`src/rtl/tkst_pkg.sv`:
```
`default_nettype none

package tkst_pkg;

  localparam int unsigned MAX_KEPT = 16;
  localparam int unsigned CFG_W    = 5;
  localparam int unsigned RANK_W   = 4;
  localparam int unsigned DATA_W   = 32;
  localparam int unsigned LEN_W    = $clog2(MAX_KEPT + 1);
  localparam int unsigned IDX_W    = (MAX_KEPT > 1) ? $clog2(MAX_KEPT) : 1;

  typedef enum logic {
    OP_INSERT = 1'b0,
    OP_DUMP   = 1'b1
  } op_e;

  typedef enum logic {
    ST_IDLE,
    ST_DUMP
  } state_e;

  typedef struct packed {
    op_e                       opcode;
    logic [DATA_W-1:0]         cand_seed;
    logic signed [DATA_W-1:0]  cand_score;
  } in_item_t;

  typedef struct packed {
    logic [RANK_W-1:0]         rank;
    logic [DATA_W-1:0]         out_seed;
    logic signed [DATA_W-1:0]  out_score;
    logic                      last;
  } out_item_t;

  typedef struct packed {
    logic do_insert;
    logic dump_start;
    logic dump_next;
  } cmd_t;

  typedef struct packed {
    logic list_empty;
    logic at_last;
  } status_t;

endpackage

`default_nettype wire

```
`src/rtl/top_k_score_tracker.sv`:
```
// Insert: an insert transaction is taken every cycle while no dump runs.
// Dump of n active entries: n output transactions, the first shown the cycle after
// the dump is accepted, then one per cycle as the sink takes them; input held off
// meanwhile. A dump with an empty list produces nothing.
// Reset (async, active low): list cleared to zero score and seed, length 1.
`default_nettype none

module top_k_score_tracker (
  input  wire logic                        clk_i,
  input  wire logic                        rst_ni,
  input  wire logic                        cfg_valid_i,
  output logic                             cfg_ready_o,
  input  wire logic [tkst_pkg::CFG_W-1:0]  cfg_data_i,
  input  wire logic                        in_valid_i,
  output logic                             in_ready_o,
  input  wire tkst_pkg::in_item_t          in_item_i,
  output logic                             out_valid_o,
  input  wire logic                        out_ready_i,
  output tkst_pkg::out_item_t              out_item_o
);
  import tkst_pkg::*;

  cmd_t    cmd;
  status_t status;

  assign cfg_ready_o = 1'b1;

  tkst_ctrl u_ctrl (
    .clk_i       (clk_i),
    .rst_ni      (rst_ni),
    .in_valid_i  (in_valid_i),
    .opcode_i    (in_item_i.opcode),
    .in_ready_o  (in_ready_o),
    .out_valid_o (out_valid_o),
    .out_ready_i (out_ready_i),
    .status_i    (status),
    .cmd_o       (cmd)
  );

  tkst_datapath u_dp (
    .clk_i       (clk_i),
    .rst_ni      (rst_ni),
    .cfg_valid_i (cfg_valid_i),
    .cfg_data_i  (cfg_data_i),
    .in_item_i   (in_item_i),
    .cmd_i       (cmd),
    .status_o    (status),
    .out_item_o  (out_item_o)
  );

endmodule

`default_nettype wire

```
`src/rtl/tkst_ctrl.sv`:
```
`default_nettype none

module tkst_ctrl (
  input  wire logic             clk_i,
  input  wire logic             rst_ni,
  input  wire logic             in_valid_i,
  input  wire tkst_pkg::op_e    opcode_i,
  output logic                  in_ready_o,
  output logic                  out_valid_o,
  input  wire logic             out_ready_i,
  input  wire tkst_pkg::status_t status_i,
  output tkst_pkg::cmd_t        cmd_o
);
  import tkst_pkg::*;

  state_e state_q, state_d;

  always_ff @(posedge clk_i or negedge rst_ni) begin
    if (!rst_ni) begin
      state_q <= ST_IDLE;
    end else begin
      state_q <= state_d;
    end
  end

  always_comb begin
    state_d = state_q;
    case (state_q)
      ST_IDLE: begin
        // an empty list dumps nothing, so stay put
        if (in_valid_i && opcode_i == OP_DUMP && !status_i.list_empty) begin
          state_d = ST_DUMP;
        end
      end
      ST_DUMP: begin
        if (out_ready_i && status_i.at_last) begin
          state_d = ST_IDLE;
        end
      end
      default: state_d = ST_IDLE;
    endcase
  end

  always_comb begin
    in_ready_o       = 1'b0;
    out_valid_o      = 1'b0;
    cmd_o            = '0;
    case (state_q)
      ST_IDLE: begin
        in_ready_o       = 1'b1;
        cmd_o.do_insert  = in_valid_i && opcode_i == OP_INSERT;
        cmd_o.dump_start = in_valid_i && opcode_i == OP_DUMP;
      end
      ST_DUMP: begin
        out_valid_o     = 1'b1;
        cmd_o.dump_next = out_ready_i;
      end
      default: begin
        in_ready_o = 1'b0;
      end
    endcase
  end

endmodule

`default_nettype wire

```
`src/rtl/tkst_datapath.sv`:
```
`default_nettype none

module tkst_datapath (
  input  wire logic                         clk_i,
  input  wire logic                         rst_ni,
  input  wire logic                         cfg_valid_i,
  input  wire logic [tkst_pkg::CFG_W-1:0]   cfg_data_i,
  input  wire tkst_pkg::in_item_t           in_item_i,
  input  wire tkst_pkg::cmd_t               cmd_i,
  output tkst_pkg::status_t                 status_o,
  output tkst_pkg::out_item_t               out_item_o
);
  import tkst_pkg::*;

  logic [CFG_W-1:0]         len_q;
  logic [IDX_W-1:0]         idx_q, idx_d;
  logic signed [DATA_W-1:0] score_q [MAX_KEPT];
  logic [DATA_W-1:0]        seed_q  [MAX_KEPT];
  logic signed [DATA_W-1:0] score_d [MAX_KEPT];
  logic [DATA_W-1:0]        seed_d  [MAX_KEPT];

  logic [LEN_W-1:0]    n_act;
  logic [MAX_KEPT-1:0] active;
  logic [MAX_KEPT-1:0] gt;
  logic [MAX_KEPT-1:0] none_from;
  logic [LEN_W-1:0]    idx_next;

  // lengths above the storage depth clamp to it
  always_comb begin
    if (32'(len_q) > 32'(MAX_KEPT)) begin
      n_act = LEN_W'(MAX_KEPT);
    end else begin
      n_act = LEN_W'(len_q);
    end
  end

  // per entry: strictly better than the candidate, within the active list
  always_comb begin
    for (int k = 0; k < MAX_KEPT; k++) begin
      active[k] = LEN_W'(k) < n_act;
      gt[k]     = active[k] && (score_q[k] > in_item_i.cand_score);
    end
    for (int k = 0; k < MAX_KEPT; k++) begin
      none_from[k] = ~|(gt >> k);
    end
  end

  // entries at or past the insert point shift down; the one at it takes the candidate
  always_comb begin
    for (int k = 0; k < MAX_KEPT; k++) begin
      score_d[k] = score_q[k];
      seed_d[k]  = seed_q[k];
      if (cmd_i.do_insert && active[k] && none_from[k]) begin
        if (k == 0) begin
          score_d[k] = in_item_i.cand_score;
          seed_d[k]  = in_item_i.cand_seed;
        end else if (gt[(k == 0) ? 0 : k-1]) begin
          score_d[k] = in_item_i.cand_score;
          seed_d[k]  = in_item_i.cand_seed;
        end else begin
          score_d[k] = score_q[(k == 0) ? 0 : k-1];
          seed_d[k]  = seed_q[(k == 0) ? 0 : k-1];
        end
      end
    end
  end

  always_ff @(posedge clk_i or negedge rst_ni) begin
    if (!rst_ni) begin
      for (int k = 0; k < MAX_KEPT; k++) begin
        score_q[k] <= '0;
        seed_q[k]  <= '0;
      end
    end else begin
      for (int k = 0; k < MAX_KEPT; k++) begin
        score_q[k] <= score_d[k];
        seed_q[k]  <= seed_d[k];
      end
    end
  end

  always_ff @(posedge clk_i or negedge rst_ni) begin
    if (!rst_ni) begin
      len_q <= CFG_W'(1);
    end else if (cfg_valid_i) begin
      len_q <= cfg_data_i;
    end
  end

  assign idx_next = LEN_W'(idx_q) + LEN_W'(1);

  always_comb begin
    idx_d = idx_q;
    if (cmd_i.dump_start) begin
      idx_d = '0;
    end else if (cmd_i.dump_next) begin
      idx_d = IDX_W'(idx_next);
    end
  end

  always_ff @(posedge clk_i or negedge rst_ni) begin
    if (!rst_ni) begin
      idx_q <= '0;
    end else begin
      idx_q <= idx_d;
    end
  end

  assign status_o.list_empty = n_act == '0;
  assign status_o.at_last    = idx_next == n_act;

  assign out_item_o.rank      = RANK_W'(idx_q);
  assign out_item_o.out_seed  = seed_q[idx_q];
  assign out_item_o.out_score = score_q[idx_q];
  assign out_item_o.last      = idx_next == n_act;

endmodule

`default_nettype wire

```
`config.mk`:
```
export PLATFORM = sky130hd
export DESIGN_NAME = top_k_score_tracker
export DESIGN_NICKNAME = d
export VERILOG_FILES = /design/src/rtl/tkst_pkg.sv /design/src/rtl/top_k_score_tracker.sv /design/src/rtl/tkst_ctrl.sv /design/src/rtl/tkst_datapath.sv
export SDC_FILE = /design/constraint.sdc
export NUM_CORES = 2
export LEC_CHECK = 0
export BUFFER_PORTS_ARGS = -buffer_cell sky130_fd_sc_hd__buf_2
export CORE_MARGIN = 8
export CORE_UTILIZATION = 58
export DETAILED_ROUTE_END_ITERATION = 12
export PLACE_DENSITY = 0.78
export RECOVER_POWER = 50
export SYNTH_ARGS = -nofsm -noshare
export SYNTH_HDL_FRONTEND = slang
export SYNTH_SLANG_ARGS = --single-unit
```
`constraint.sdc`:
```
create_clock -name clk_i -period 4 [get_ports clk_i]
set_input_delay 0.8 -clock clk_i [delete_from_list [all_inputs] [get_ports clk_i]]
set_output_delay 0.8 -clock clk_i [all_outputs]
set_load 0.01 [all_outputs]
```
**Yosys cells after proc, flatten, opt, wreduce, memory -nomap -nowiden**

Index checks and enable logic that the tools add are counted.

- Add/subtract/negate cells: 1
- Magnitude comparators: 34
- Equal/unequal tests: 1
- Muxes and demuxes: 46
- Bitwise gates (word level): 3
- Reduce and logical (&&, ||, !) cells: 86

Operator list:

| operator | count |
|---|---|
| two-way mux 32 bit | 34 |
| > comparator 32 bit | 16 |
| binary-select mux 32 bit (select 4 bit) | 2 |
| logical AND 1 bit | 52 |
| < comparator 4 x 5 -> 1 bit (first input constant) | 8 |
| < comparator 3 x 5 -> 1 bit (first input constant) | 4 |
| zero test 1 bit | 17 |
| OR reduction 16 bit | 1 |
| OR reduction 15 bit | 1 |
| OR reduction 14 bit | 1 |
| OR reduction 13 bit | 1 |
| OR reduction 12 bit | 1 |
| OR reduction 11 bit | 1 |
| < comparator 1 x 5 -> 1 bit (first input constant) | 2 |
| < comparator 2 x 5 -> 1 bit (first input constant) | 2 |
| OR reduction 10 bit | 1 |
| OR reduction 9 bit | 1 |
| two-way mux 4 bit | 2 |
| OR reduction 8 bit | 1 |
| OR reduction 7 bit | 1 |
| OR reduction 6 bit | 1 |
| adder 4 x 1 -> 5 bit (second input constant) | 1 |
| == test 5 bit | 1 |
| greater-or-equal comparator 5 bit (second input constant) | 1 |
| other kinds (13) | 18 |

- Bits in registers: 1034
- Input port bits: 75
- Output and inout port bits: 72
- Logic and storage cells: 206

**Depth between registers and ports, before layout**

- Depth after elaboration: 7
- Gate-level depth with buffers: 16
- Mapped depth without buffers: 12

**Modules after synthesis**

A second synthesis with hierarchy kept.

- Cells, all modules: 6538
- Area total of the unflattened synthesis: 67368.4 µm²

By module, submodules not included:

| module | times used | cells an instance | area each (µm²) | seq. area each (µm²) |
|---|---|---|---|---|
| tkst_datapath | 1 | 6528 | 67289.5 | 25851.0 |
| tkst_ctrl | 1 | 8 | 67.6 | 25.0 |
| top_k_score_tracker | 1 | 2 | 11.3 | 0.0 |

**Worst setup path before layout**

OpenSTA, ideal clock, no wires.

- Path kind: input-to-reg
- Start: input in_item_i[19] in the netlist's numbering
- End: register u_dp.seed_q[374] in the netlist's numbering
- Setup time: 0.127 ns
- Arrival: 4.478 ns
- Required time: 3.873 ns
- Setup slack: -0.605 ns
- Cell stages on the path: 13
- Path buffers: 1
- Cells stage by stage: inv_1 ha_1 a41o_1 a21oi_1 o221ai_1 a2111oi_0 nand2_1 mux2_2 a2111o_1 nor4_4 nand4_2 clkbuf_1 mux2_1

- Word-level cells in the longest chain between the ends: 5
- Elaborated cells on any way between the ends: 30
- Classes of those cells: order compare: 13; mux: 1; reduce/logical: 16

Ends and longest elaborated chain:

| item | line | source |
|---|---|---|
| start, declared | top_k_score_tracker.sv:16 | `input wire tkst_pkg::in_item_t in_item_i,` |
| > comparator 32 bit | tkst_datapath.sv:41 | `gt[k] = active[k] && (score_q[k] > in_item_i.cand_score);` |
| logical AND 1 bit | tkst_datapath.sv:41 |  |
| OR reduction 12 bit | tkst_datapath.sv:44 | `none_from[k] = ~\|(gt >> k);` |
| zero test 1 bit | tkst_datapath.sv:44 |  |
| logical AND 1 bit | tkst_datapath.sv:53 | `if (cmd_i.do_insert && active[k] && none_from[k]) begin` |
| end signal, assigned by index | tkst_datapath.sv:77 | `seed_q[k] <= seed_d[k];` |
| end, declared | tkst_datapath.sv:18 | `logic [DATA_W-1:0] seed_q [MAX_KEPT];` |

Parallel ways exist; a longest one is shown, timed or not.
A chain may end at the register's enable or synchronous reset.

**Final worst setup path**

- Start: input in_item_i[19] in the netlist's numbering
- End: register u_dp.seed_q[317] in the netlist's numbering

- Word-level cells in the longest chain between the ends: 5
- Elaborated cells on any way between the ends: 26
- Classes of those cells: order compare: 11; mux: 1; reduce/logical: 14

Ends and longest elaborated chain:

| item | line |
|---|---|
| > comparator 32 bit | tkst_datapath.sv:41 |
| logical AND 1 bit | tkst_datapath.sv:41 |
| OR reduction 10 bit | tkst_datapath.sv:44 |
| zero test 1 bit | tkst_datapath.sv:44 |
| logical AND 1 bit | tkst_datapath.sv:53 |

Parallel ways exist; a longest one is shown, timed or not.

==> impl_metrics.tcl <==
set metrics [dict create \
    outcome "finished with violations" \
    violations "max-capacitance violations, max-slew violations, negative setup slack" \
    initialDrtViolationCount 8944 \
    htree_levels 3 \
    worstSetupEndpointType "flop" \
    clock_power_share 0.232 \
    wire_per_inst_um 30.28 \
    pwr-share-comb 0.448 \
    grt_max_degree 130 \
    cts_sinks 1034 \
    core_region_area_mm2 0.1156 \
    fin_hold_ws_ns 0.3055 \
    clkTransAtPathRegs_ns 0.07 \
    fill_cells 7802 \
    critPathRequiredTime_ns 4.61 \
    overflow 0 \
    grt_pass1_vias 60630 \
    crit_arrival_ns 4.89 \
    synth_fa_ha_area_frac 0.09555 \
    initial_core_util 0.5812 \
    synthCells 6662 \
    num_rows 125 \
    final_area_mm2 0.08218 \
    detailed_place_hpwl_um 163800 \
    finalSetupViolCount 583 \
    finalHoldViolations 0 \
    clock_tree.root_cell "clkbuf_16" \
    synth_nets 7250 \
    final_common_cell "dfrtp_1" \
    synth-edff-count 0 \
    leakage_uw 0.03974 \
    ys_warn_count 0 \
    seqPwrFrac 0.320 \
    setup_ws_ns -0.2719 \
    synth-compound-area-share 0.1529 \
    power.internal_uw 27080 \
    power_density_mw_per_mm2 563.3 \
    final_cell_mix "1,029 x dfrtp_1, 874 x mux2i_1, 759 x a21oi_1" \
    fin_crit_sh 1.068 \
    syn_area_mm2 0.06717 \
    multi_input_area_mm2 0.04112 \
    ys_seq_elements 1034 \
    register_area_mm2 0.02589 \
    synth_top_family_by_area "multiplexers" \
    critical_path_class "in2reg" \
    tightest_slew_ns 3.343 \
    cts_tree "yes" \
    tritoncts.num_buffers 111 \
    antenna_found_initial 17 \
    ir_drop_uv 587.9 \
    vias 62670 \
    fp.dieW_um 356.3 \
    io_pins 147 \
    hp-class "in2reg" \
    insertion_delay_ns 0.75 \
    clock_path_buffers 3 \
    drive_above_1_share 0.2603 \
    vias_per_cell 7.111 \
    place_congestion 1.022 \
    drt.antenna.violating_nets 0 \
    rsz0062_at_grt "yes" \
    async_flop_share 1.000 \
    synthSimpleGateAreaFrac 0.07797 \
    power_switching_uw 19210 \
    syn_to_final_growth_pct 22.33 \
    synth-seq-area-share 0.3852 \
    switching_share 0.4150 \
    synth_xor_area_frac 0.0007823 \
    port_buffers 145 \
    nNetsFinal 7774 \
    critPathLaunchType "input port" \
    synth_area_per_cell_um2 10.08 \
    synth_mux_area_frac 0.2539 \
    fin_util 0.7110 \
    grt_first_pass_wirelength_um 376300 \
    max_freq_mhz 234.1 \
    synth_cell_types 69 \
    die_h_um 356.3 \
    drtPass1Iterations 9 \
    dieArea_mm2 0.1270 \
    dpl-instance-area_mm2 0.07489 \
    track_usage 0.3849 \
    route.detailed.drc 0 \
    wirelength_um 266800 \
    drv_cap 1 \
    post-route-min-period_ns 4.272 \
    drv_slew 42 \
    finalClockSkew_ns 0.04497 \
    crit_path_max_fanout 18 \
    slew_headroom -1.229 \
    synth_flop_cell "dfrtp_1" \
]
[cell type report]
type,instances,area share
Antenna cell,14,0.0004263
Clock buffer,169,0.04013
Clock inverter,33,0.004811
Inverter,74,0.004294
Multi-Input combinational cell,5035,0.5004
Sequential cell,1034,0.3151
Tap cell,1524,0.02320
Timing Repair Buffer,930,0.1116
[cells in the mapped netlist, types with 77 or more instances]
master | instances | share of area
a21oi_1 | 798 | 0.059
ha_1 | 513 | 0.096
nand2_1 | 512 | 0.029
o21ai_0 | 545 | 0.041
a31oi_1 | 142 | 0.013
mux4_2 | 128 | 0.043
dfrtp_1 | 1033 | 0.38
a21o_1 | 80 | 0.0089
mux2i_1 | 875 | 0.13
mux2_1 | 178 | 0.030
nor2_1 | 451 | 0.025
a221oi_1 | 77 | 0.010
mux2_2 | 303 | 0.051
clkbuf_1 | 453 | 0.025
nand4_1 | 99 | 0.0092
[logic make-up after synthesis]
family          count (synthesis)
fa+ha+maj                     513
flops                        1034
buf+inv                       593
mux                          1484
compound gates               1817
other cells                     1
xor+xnor                        6
simple gates                 1214
[power by group through the flow]
stage / clock (uW) / combinational, uW / sequential, uW
after floorplan: 0 / 12000 / 14000
after CTS: 10700 / 19800 / 14600
after global routing: 11100 / 21900 / 14900
final: 10700 / 20700 / 14800
after detailed placement: 0 / 19200 / 14700
after global placement: 0 / 18700 / 14600
[critical path, stage by stage]
cell and delay (ns):
buf_2 0.11, clkinvlp_4 0.21, ha_1 0.37, a21oi_1 0.20, o21ai_2 0.13, a21oi_2 0.15
o211ai_1 0.24, a221oi_2 0.61, a21oi_4 0.13, or4_4 0.60, buf_4 0.18, nor4_4 0.36
buf_4 0.19, buf_4 0.26, nor2_1 0.08, a21oi_1 0.24
[per-stage QoR]
step | setup WS, ns | cells | setup TNS (ns) | power [uW]
finish | -0.2719 | 8813 | -76.06 | 46290
CTS | -0.05452 | 8742 | -0.8983 | 45050
floorplan | -0.4155 | 6662 | -177.07 | 25990
global placement | -1.154 | 8463 | -1003.71 | 33260
global route | -0.3360 | 8799 | -145.03 | 47940
detailed placement | -1.281 | 8463 | -1050.24 | 33970
[path summary, 6_finish.rpt]
| path | from | endpoint | slack, ns | depth (start not counted) |
|---|---|---|---|---|
| worst max-delay path | in_item_i[19] | u_dp.seed_q[317] | -0.27 | 16 |
| worst min-delay path | cfg_data_i[1] | u_dp.len_q[1] | 0.31 | 2 |
| worst max register to register | u_dp.score_q[50] | u_dp.score_q[372] | -0.24 | 16 |
| worst min register to register | u_dp.seed_q[184] | u_dp.seed_q[184] | 0.50 | 2 |
| max in group asynchronous | rst_ni | u_dp.score_q[38] | 0.24 | 2 |
| min in group asynchronous | rst_ni | u_dp.seed_q[160] | 1.21 | 1 |
[flip-flops by register name, summed over array words and instances (netlist names)]
name            cells
u_dp.score_q      512
u_dp.seed_q       512
u_dp.len_q          5
u_dp.idx_q          4
u_ctrl.state_q      1
[repair_timing]
| action | 4_1_cts | 5_1_grt |
|---|---|---|
| buffers inserted | 67 | 29 |
| pin swaps | 43 | 69 |
| hold buffers | 0 | 0 |
| gates resized for setup | 136 | 322 |
| gates cloned | 11 | 34 |
| endpoints found under the setup margin | 980 | 878 |
[routing by layer]
metal	GRT usage	wire [um]	share of wire
met1	0.4954	95650	0.36
met2	0.5714	112400	0.42
met3	0.1129	37050	0.14
met4	0.2377	21640	0.081
met5	0	126	0.00047
(Power assumes the default switching activity.)
